File: src/rtl/core/utlc_pkg.sv
// ----------------------------------------------------------------------------
// utlc_pkg
// Shared types, constants and calendar helpers for the time-to-calendar block.
// ----------------------------------------------------------------------------
`default_nettype none

package utlc_pkg;

  typedef logic [7:0]  yoff_t;   // years since 1970
  typedef logic [15:0] days_t;   // whole days since 1970-01-01
  typedef logic [8:0]  doy_t;    // day of year, 0 based

  localparam logic REG_ZONE = 1'b0;            // register index of the zone offset
  localparam logic [4:0] ZONE_RESET = 5'd8;

  localparam int unsigned SECS_PER_HOUR = 3600;
  localparam int unsigned SECS_PER_MIN  = 60;

  // days = (local >> 7) / 675, exact for 26-bit dividends
  localparam int unsigned DAY_SHIFT = 36;
  localparam logic [9:0]  DAY_DIV_HI = 10'd675;
  localparam logic [26:0] DAY_RECIP = 27'((64'd1 << DAY_SHIFT) / 64'd675 + 64'd1);

  // year estimate = days * 4 / 1461, may fall one short
  localparam logic [15:0] YEAR_RECIP = 16'((64'd1 << 26) / 64'd1461);

  // hour = (sod >> 4) / 225
  localparam logic [13:0] HOUR_RECIP = 14'((32'd1 << 21) / 32'd225 + 32'd1);

  // minute = (rem >> 2) / 15
  localparam logic [10:0] MIN_RECIP = 11'((32'd1 << 14) / 32'd15 + 32'd1);

  localparam logic [11:0] FIRST_YEAR = 12'd1970;
  localparam yoff_t YEAR_2100 = 8'd130;        // century year that is not leap

  // first day (since 1970) of year 1970 + n
  function automatic days_t year_start(input yoff_t n);
    logic [8:0]  n1;
    logic [16:0] acc;
    n1  = {1'b0, n} + 9'd1;
    acc = 17'(n) * 17'd365 + 17'(n1 >> 2);
    if (n > YEAR_2100) begin
      acc = acc - 17'd1;
    end
    return acc[15:0];
  endfunction

  function automatic logic yr_leap(input yoff_t n);
    return (n[1:0] == 2'd2) && (n != YEAR_2100);
  endfunction

  // day of year on which month idx (0 is january) begins
  function automatic doy_t month_start(input logic [3:0] idx, input logic leap);
    doy_t base;
    case (idx)
      4'd0:    base = 9'd0;
      4'd1:    base = 9'd31;
      4'd2:    base = 9'd59;
      4'd3:    base = 9'd90;
      4'd4:    base = 9'd120;
      4'd5:    base = 9'd151;
      4'd6:    base = 9'd181;
      4'd7:    base = 9'd212;
      4'd8:    base = 9'd243;
      4'd9:    base = 9'd273;
      4'd10:   base = 9'd304;
      4'd11:   base = 9'd334;
      default: base = 9'd0;
    endcase
    if (leap && (idx >= 4'd2)) begin
      base = base + 9'd1;
    end
    return base;
  endfunction

endpackage

`default_nettype wire

File: src/rtl/core/utlc_month.sv
// ----------------------------------------------------------------------------
// utlc_month
// Splits a day of year into month and day of month.
// ----------------------------------------------------------------------------
`default_nettype none

module utlc_month
  import utlc_pkg::*;
(
  input  doy_t       doy,
  input  logic       leap,
  output logic [3:0] month,
  output logic [4:0] day
);

  logic [3:0] cnt;
  doy_t       offs;

  // month boundaries are monotone, so the count of passed ones is the index
  always_comb begin
    cnt = 4'd0;
    for (int m = 1; m < 12; m++) begin
      if (doy >= month_start(4'(m), leap)) begin
        cnt = cnt + 4'd1;
      end
    end
  end

  assign offs  = doy - month_start(cnt, leap);
  assign month = cnt + 4'd1;
  assign day   = offs[4:0] + 5'd1;

endmodule

`default_nettype wire

File: src/rtl/core/unix_time_to_local_calendar.sv
// ----------------------------------------------------------------------------
// unix_time_to_local_calendar
// Unix timestamp to local Gregorian date and time with a whole-hour zone.
// ----------------------------------------------------------------------------
// usage
//   input channel  : timestamp with in_valid / in_ready, one word per item
//   output channel : year, month, day, hour, minute, second, out_of_range
//                    with out_valid / out_ready, one word per input word
//   apb port       : register 0 (byte address 0) holds zone_offset_hours,
//                    5-bit two's complement, reset 8; write only while idle
// timing
//   seven register stages; an accepted word moves through them in order into
//   the output register, waiting in any stage whose successor is still full
//   one word per cycle sustained while out_ready is high; every stage takes
//   a new word as soon as it is empty or its word moves on, so bubbles close up under a stall
//   the critical stage holds the 26 x 27 reciprocal multiply for day split
// reset
//   rst is synchronous; it empties the pipeline and loads the zone with 8
// stall
//   a low out_ready freezes the output word; upstream stages keep filling
//   until the pipeline is full, then in_ready drops
// out_of_range is set with all other fields zero when local time is before
// the epoch
// ----------------------------------------------------------------------------
`default_nettype none

module unix_time_to_local_calendar
  import utlc_pkg::*;
(
  input  wire logic        clk,
  input  wire logic        rst,
  // apb configuration
  input  wire logic        psel,
  input  wire logic        penable,
  input  wire logic        pwrite,
  input  wire logic [2:0]  paddr,
  input  wire logic [31:0] pwdata,
  output      logic [31:0] prdata,
  output      logic        pready,
  // input channel
  input  wire logic        in_valid,
  output      logic        in_ready,
  input  wire logic [31:0] timestamp,
  // output channel
  output      logic        out_valid,
  input  wire logic        out_ready,
  output      logic [11:0] year,
  output      logic [3:0]  month,
  output      logic [4:0]  day,
  output      logic [4:0]  hour,
  output      logic [5:0]  minute,
  output      logic [5:0]  second,
  output      logic        out_of_range
);

  localparam int unsigned STAGES = 7;

  // --------------------------------------------------------------------------
  // configuration register
  // --------------------------------------------------------------------------
  logic [4:0] zone;
  logic       cfg_wr;

  assign pready = 1'b1;
  assign cfg_wr = psel & penable & pwrite & pready;
  assign prdata = {27'd0, zone};

  always_ff @(posedge clk) begin
    if (rst) begin
      zone <= ZONE_RESET;
    end else if (cfg_wr && (paddr[2] == REG_ZONE)) begin
      zone <= pwdata[4:0];
    end
  end

  // --------------------------------------------------------------------------
  // pipeline flow control: a stage advances when empty or when its word leaves
  // --------------------------------------------------------------------------
  logic [STAGES:1] vld;
  logic [STAGES:1] adv;

  always_comb begin
    adv[STAGES] = !vld[STAGES] || out_ready;
    for (int i = STAGES - 1; i >= 1; i--) begin
      adv[i] = !vld[i] || adv[i+1];
    end
  end

  assign in_ready  = adv[1];
  assign out_valid = vld[STAGES];

  always_ff @(posedge clk) begin
    if (rst) begin
      vld <= '0;
    end else begin
      if (adv[1]) begin
        vld[1] <= in_valid;
      end
      for (int i = 2; i <= STAGES; i++) begin
        if (adv[i]) begin
          vld[i] <= vld[i-1];
        end
      end
    end
  end

  // --------------------------------------------------------------------------
  // stage 1: apply zone offset, local seconds as 34-bit two's complement
  // --------------------------------------------------------------------------
  logic signed [16:0] zone_sec;
  logic [33:0]        loc_next;
  logic [33:0]        s1_loc;

  assign zone_sec = $signed({{12{zone[4]}}, zone}) * $signed(17'(SECS_PER_HOUR));
  assign loc_next = {2'b00, timestamp} + {{17{zone_sec[16]}}, zone_sec};

  // --------------------------------------------------------------------------
  // stage 2: day quotient by reciprocal multiply (86400 = 675 << 7)
  // --------------------------------------------------------------------------
  logic [52:0] prod_next;
  logic [52:0] s2_prod;
  logic [25:0] s2_hi;
  logic [6:0]  s2_lo;
  logic        s2_neg;

  assign prod_next = 53'(s1_loc[32:7]) * 53'(DAY_RECIP);

  // --------------------------------------------------------------------------
  // stage 3: day count, seconds of day, rough year estimate
  // --------------------------------------------------------------------------
  days_t       days_c;
  logic [25:0] rem_hi;
  logic [31:0] est_prod;
  days_t       s3_days;
  logic [16:0] s3_sod;
  yoff_t       s3_est;
  logic        s3_neg;

  assign days_c   = s2_prod[DAY_SHIFT+15:DAY_SHIFT];
  assign rem_hi   = s2_hi - 26'(days_c) * 26'(DAY_DIV_HI);
  assign est_prod = 32'(days_c) * 32'(YEAR_RECIP);

  // --------------------------------------------------------------------------
  // stage 4: settle the year (estimate may be one low), day of year, hour mul
  // --------------------------------------------------------------------------
  yoff_t       est_up;
  days_t       st_lo;
  days_t       st_hi;
  logic        take_hi;
  yoff_t       n_c;
  days_t       doy_wide;
  logic [26:0] hprod_c;
  yoff_t       s4_n;
  doy_t        s4_doy;
  logic        s4_leap;
  logic [16:0] s4_sod;
  logic [26:0] s4_hprod;
  logic        s4_neg;

  assign est_up   = s3_est + 8'd1;
  assign st_lo    = year_start(s3_est);
  assign st_hi    = year_start(est_up);
  assign take_hi  = (s3_days >= st_hi);
  assign n_c      = take_hi ? est_up : s3_est;
  assign doy_wide = s3_days - (take_hi ? st_hi : st_lo);
  assign hprod_c  = 27'(s3_sod[16:4]) * 27'(HOUR_RECIP);

  // --------------------------------------------------------------------------
  // stage 5: month and day, hour, seconds left in the hour
  // --------------------------------------------------------------------------
  logic [3:0]  month_c;
  logic [4:0]  day_c;
  logic [4:0]  hour_c;
  logic [16:0] rem_wide;
  logic [11:0] s5_year;
  logic [3:0]  s5_month;
  logic [4:0]  s5_day;
  logic [4:0]  s5_hour;
  logic [11:0] s5_rem;
  logic        s5_neg;

  utlc_month u_month (
    .doy   (s4_doy),
    .leap  (s4_leap),
    .month (month_c),
    .day   (day_c)
  );

  assign hour_c   = s4_hprod[25:21];
  assign rem_wide = s4_sod - 17'(hour_c) * 17'(SECS_PER_HOUR);

  // --------------------------------------------------------------------------
  // stage 6: minute by reciprocal multiply
  // --------------------------------------------------------------------------
  logic [20:0] mprod_c;
  logic [11:0] s6_year;
  logic [3:0]  s6_month;
  logic [4:0]  s6_day;
  logic [4:0]  s6_hour;
  logic [11:0] s6_rem;
  logic [20:0] s6_mprod;
  logic        s6_neg;

  assign mprod_c = 21'(s5_rem[11:2]) * 21'(MIN_RECIP);

  // --------------------------------------------------------------------------
  // stage 7: minute, second, output register with range masking
  // --------------------------------------------------------------------------
  logic [5:0]  min_c;
  logic [11:0] sec_wide;

  assign min_c    = s6_mprod[19:14];
  assign sec_wide = s6_rem - 12'(min_c) * 12'(SECS_PER_MIN);

  // payload registers, loaded on advance, no reset needed
  always_ff @(posedge clk) begin
    if (adv[1]) begin
      s1_loc <= loc_next;
    end
    if (adv[2]) begin
      s2_prod <= prod_next;
      s2_hi   <= s1_loc[32:7];
      s2_lo   <= s1_loc[6:0];
      s2_neg  <= s1_loc[33];
    end
    if (adv[3]) begin
      s3_days <= days_c;
      s3_sod  <= {rem_hi[9:0], s2_lo};
      s3_est  <= est_prod[31:24];
      s3_neg  <= s2_neg;
    end
    if (adv[4]) begin
      s4_n     <= n_c;
      s4_doy   <= doy_wide[8:0];
      s4_leap  <= yr_leap(n_c);
      s4_sod   <= s3_sod;
      s4_hprod <= hprod_c;
      s4_neg   <= s3_neg;
    end
    if (adv[5]) begin
      s5_year  <= FIRST_YEAR + 12'(s4_n);
      s5_month <= month_c;
      s5_day   <= day_c;
      s5_hour  <= hour_c;
      s5_rem   <= rem_wide[11:0];
      s5_neg   <= s4_neg;
    end
    if (adv[6]) begin
      s6_year  <= s5_year;
      s6_month <= s5_month;
      s6_day   <= s5_day;
      s6_hour  <= s5_hour;
      s6_rem   <= s5_rem;
      s6_mprod <= mprod_c;
      s6_neg   <= s5_neg;
    end
    if (adv[7]) begin
      if (s6_neg) begin
        year         <= '0;
        month        <= '0;
        day          <= '0;
        hour         <= '0;
        minute       <= '0;
        second       <= '0;
        out_of_range <= 1'b1;
      end else begin
        year         <= s6_year;
        month        <= s6_month;
        day          <= s6_day;
        hour         <= s6_hour;
        minute       <= min_c;
        second       <= sec_wide[5:0];
        out_of_range <= 1'b0;
      end
    end
  end

endmodule

`default_nettype wire

File: config.mk
export PLATFORM = sky130hd
export DESIGN_NAME = unix_time_to_local_calendar
export DESIGN_NICKNAME = d
export VERILOG_FILES = /design/src/rtl/core/utlc_pkg.sv /design/src/rtl/core/utlc_month.sv /design/src/rtl/core/unix_time_to_local_calendar.sv
export SDC_FILE = /design/constraint.sdc
export NUM_CORES = 2
export LEC_CHECK = 0
export BUFFER_PORTS_ARGS = -buffer_cell sky130_fd_sc_hd__buf_2
export CORE_ASPECT_RATIO = 1.25
export CORE_MARGIN = 5
export CORE_UTILIZATION = 60
export CTS_CLUSTER_DIAMETER = 80
export DETAILED_ROUTE_END_ITERATION = 12
export PLACE_DENSITY_LB_ADDON = 0.3
export SYNTH_ARGS = -nofsm -noshare
export SYNTH_HDL_FRONTEND = slang
export SYNTH_HIERARCHICAL = 1
export SYNTH_SLANG_ARGS = --single-unit
File: constraint.sdc
create_clock -name clk -period 11.9 [get_ports clk]
set_input_delay 0.595 -clock clk [delete_from_list [all_inputs] [get_ports clk]]
set_output_delay 0.595 -clock clk [all_outputs]
set_load 0.02 [all_outputs]
==> metrics.yaml <==
synthArstFlopShare_pct: 0
track_usage_pct: 23.2
slowest_delay_ns: 0.53
cts_tree: "done"
clk_latency_ns: 0.61
maxSlewHeadroom_pct: 33.3
initial_core_util_pct: 60.2
die_h_um: 280
drtIter0Drc: 830
ys_ff_latch: 275
setup_viol_count_final: 0
routedWlPerCell_um: 17.5
status: "finished clean"
vias_per_cell: 5.47
yosysSeqAreaShare_pct: 23.3
dieArea_um2: 63300
ios: 148
cts_buffer_depth: 3
syn_to_final_growth_pct: 6.64
finalNonFillerCells: 4066
core_area_um2: 58100
clock-root-buffer: "clkbuf_16"
insertedDiodeCount: 0
finClkSkew_ns: 0.0306
syn_avg_cell_area_um2: 11.0
layout.nets: 4509
multiInputGateArea_um2: 23900
worst_hold_slack_ns: 0.167
worst_setup_path_start_kind: "flip-flop"
synth_warnings: 6
hold_viol_final: 0
cts_hold_repair.buffers: 0
fillers: 4432
critical_path.most_common_cell: "ha_1"
final_common_cell: "ha_1"
slowest_stage: "a21oi_1"
cp-end-kind: "flip-flop"
die_w_um: 226
cts.sinks: 275
grt_overflow: 0
hold_path.class: "primary input to flip-flop"
layout-drive-gt1-share_pct: 6.01
path_class: "flip-flop to flip-flop"
synth_cell_types: 94
cts-resized-gates: 0
drtPass1Iterations: 5
path_max_fanout: 9
cap_viol_max_count: 0
slew_violations: 0
ys.flop_type: "edfxtp_1"
cpLargestDelayFamily: "adder cells"
layout_min_cycle_time_ns: 11.05
drc: 0
dp_hpwl_um: 60300
crit_arrival_ns: 11.40
clkTransAtPathRegs_ns: 0.06
grt_max_degree: 43
syn_inst: 3177
timing.final.crit_share_pct: 92.9
worst-endpoint-required_ns: 12.25
num_rows: 99
dp_slack_ns: 0.885
gp_congestion: 0.934
grt_pass1_vias: 24500
netlist_area_um2: 35000
cts_buffers: 30
worst_slew_pin_slew_ns: 0.997
fmax_mhz: 90.5
dp.cells: 4010
ff_latch_area_um2: 8140
antenna_found_initial: 0
dr_total_vias: 22200
place.port_buffers: 90
layout_common_cells: "768 x ha_1, 728 x inv_1, 382 x fa_1"
rsz0062_at_grt: "false"
wirelength_um: 71000
postCtsSetupBuffers: 0
grt_pass1_wl_um: 119000
fin_tns_setup_ns: 0
ant_nets: 0
synth-edff-count: 263
cts_max_level: 1
worst-path-buf-inv: 4
postLayoutSetupSlackWorst_ns: 0.849
[registers in the layout, indices dropped and copies added (netlist names), 7 cells and up]
signal,cells
s2_prod,19
s2_lo,7
s1_loc,34
s5_rem,12
year,12
s5_year,12
s3_days,16
s3_est,8
vld,7
s6_year,12
s3_sod,17
s4_doy,9
s2_hi,7
s4_n,8
s4_sod,12
[stage by stage]
step	instance area [um^2]	utilization [%]
detailed placement	36300	62.4
global route	37300	64.2
global placement	36300	62.4
finish	37300	64.2
floorplan	35100	-
CTS	37300	64.2
[worst paths after layout]
check	startpoint	to	slack (ns)	depth (start not counted)
setup / recovery	s4_leap$_DFFE_PP_	s5_day[4]$_DFFE_PP_	0.85	51
hold / removal	timestamp[3]	s1_loc[3]$_DFFE_PP_	0.17	1
setup reg to reg	s4_leap$_DFFE_PP_	s5_day[4]$_DFFE_PP_	0.85	51
hold reg to reg	s5_month[1]$_DFFE_PP_	s6_month[1]$_DFFE_PP_	0.41	0
[synth_stat cells, types with 4 or more instances]
cell      count  share of area, %
a211o_1       6              0.15
clkbuf_1     15              0.16
edfxtp_1    263                23
nand2b_1     18              0.32
buf_4        28              0.60
mux2i_1       7              0.20
o21ai_1       5             0.072
o211ai_1     12              0.26
nor3_1       23              0.33
buf_2         5             0.072
nand2_1      72              0.77
xor2_1       62               1.6
nand4_1      23              0.41
a31oi_1      10              0.18
mux2_2        6              0.19
or2_2         7              0.13
inv_1       728               7.8
a21o_1       71               1.5
ha_1        768                27
nor2_1      100               1.1
nand3_1      30              0.43
a21boi_0      8              0.17
o21ai_0      43              0.62
o21bai_1     18              0.39
nor4_1        4             0.072
fa_1        382                22
o41ai_1       5              0.13
and2_1        8              0.14
and3_1       13              0.23
xnor2_1     141               3.5
nor2b_1      50              0.89
dfxtp_1      12              0.69
a211oi_1     15              0.32
o21a_1       13              0.28
or3_1         5             0.089
a21oi_1     115               1.6
[layer usage]
metal	routed length [um]	up-vias	share of wire (%)	track usage, %
met5	0	-	0	0
met4	3080	0	4.3	9.08
met3	2390	165	3.4	2.16
met2	38700	395	55	44.4
met1	26800	11000	38	26.4
li1	-	10700	-	-
[area by class of cell]
class                   instances  area share [%]
repair buffers                 99            1.39
multi-input cells            2149            64.1
flip-flops and latches        275            21.8
well taps                     757            2.54
clock inverters                23           0.778
clock buffers                  33            2.04
inverters                     730            7.36
[cell families after synthesis]
logic type | synth area share [%]
other cells | 0.0215
mux | 0.436
simple gates | 5.55
flops | 23.3
compound gates | 7.18
buf+inv | 8.71
xor+xnor | 5.50
fa+ha+maj | 49.3
Power is not shown: default switching activity piles up to over one toggle a cycle in this logic, so the estimate is an artifact.
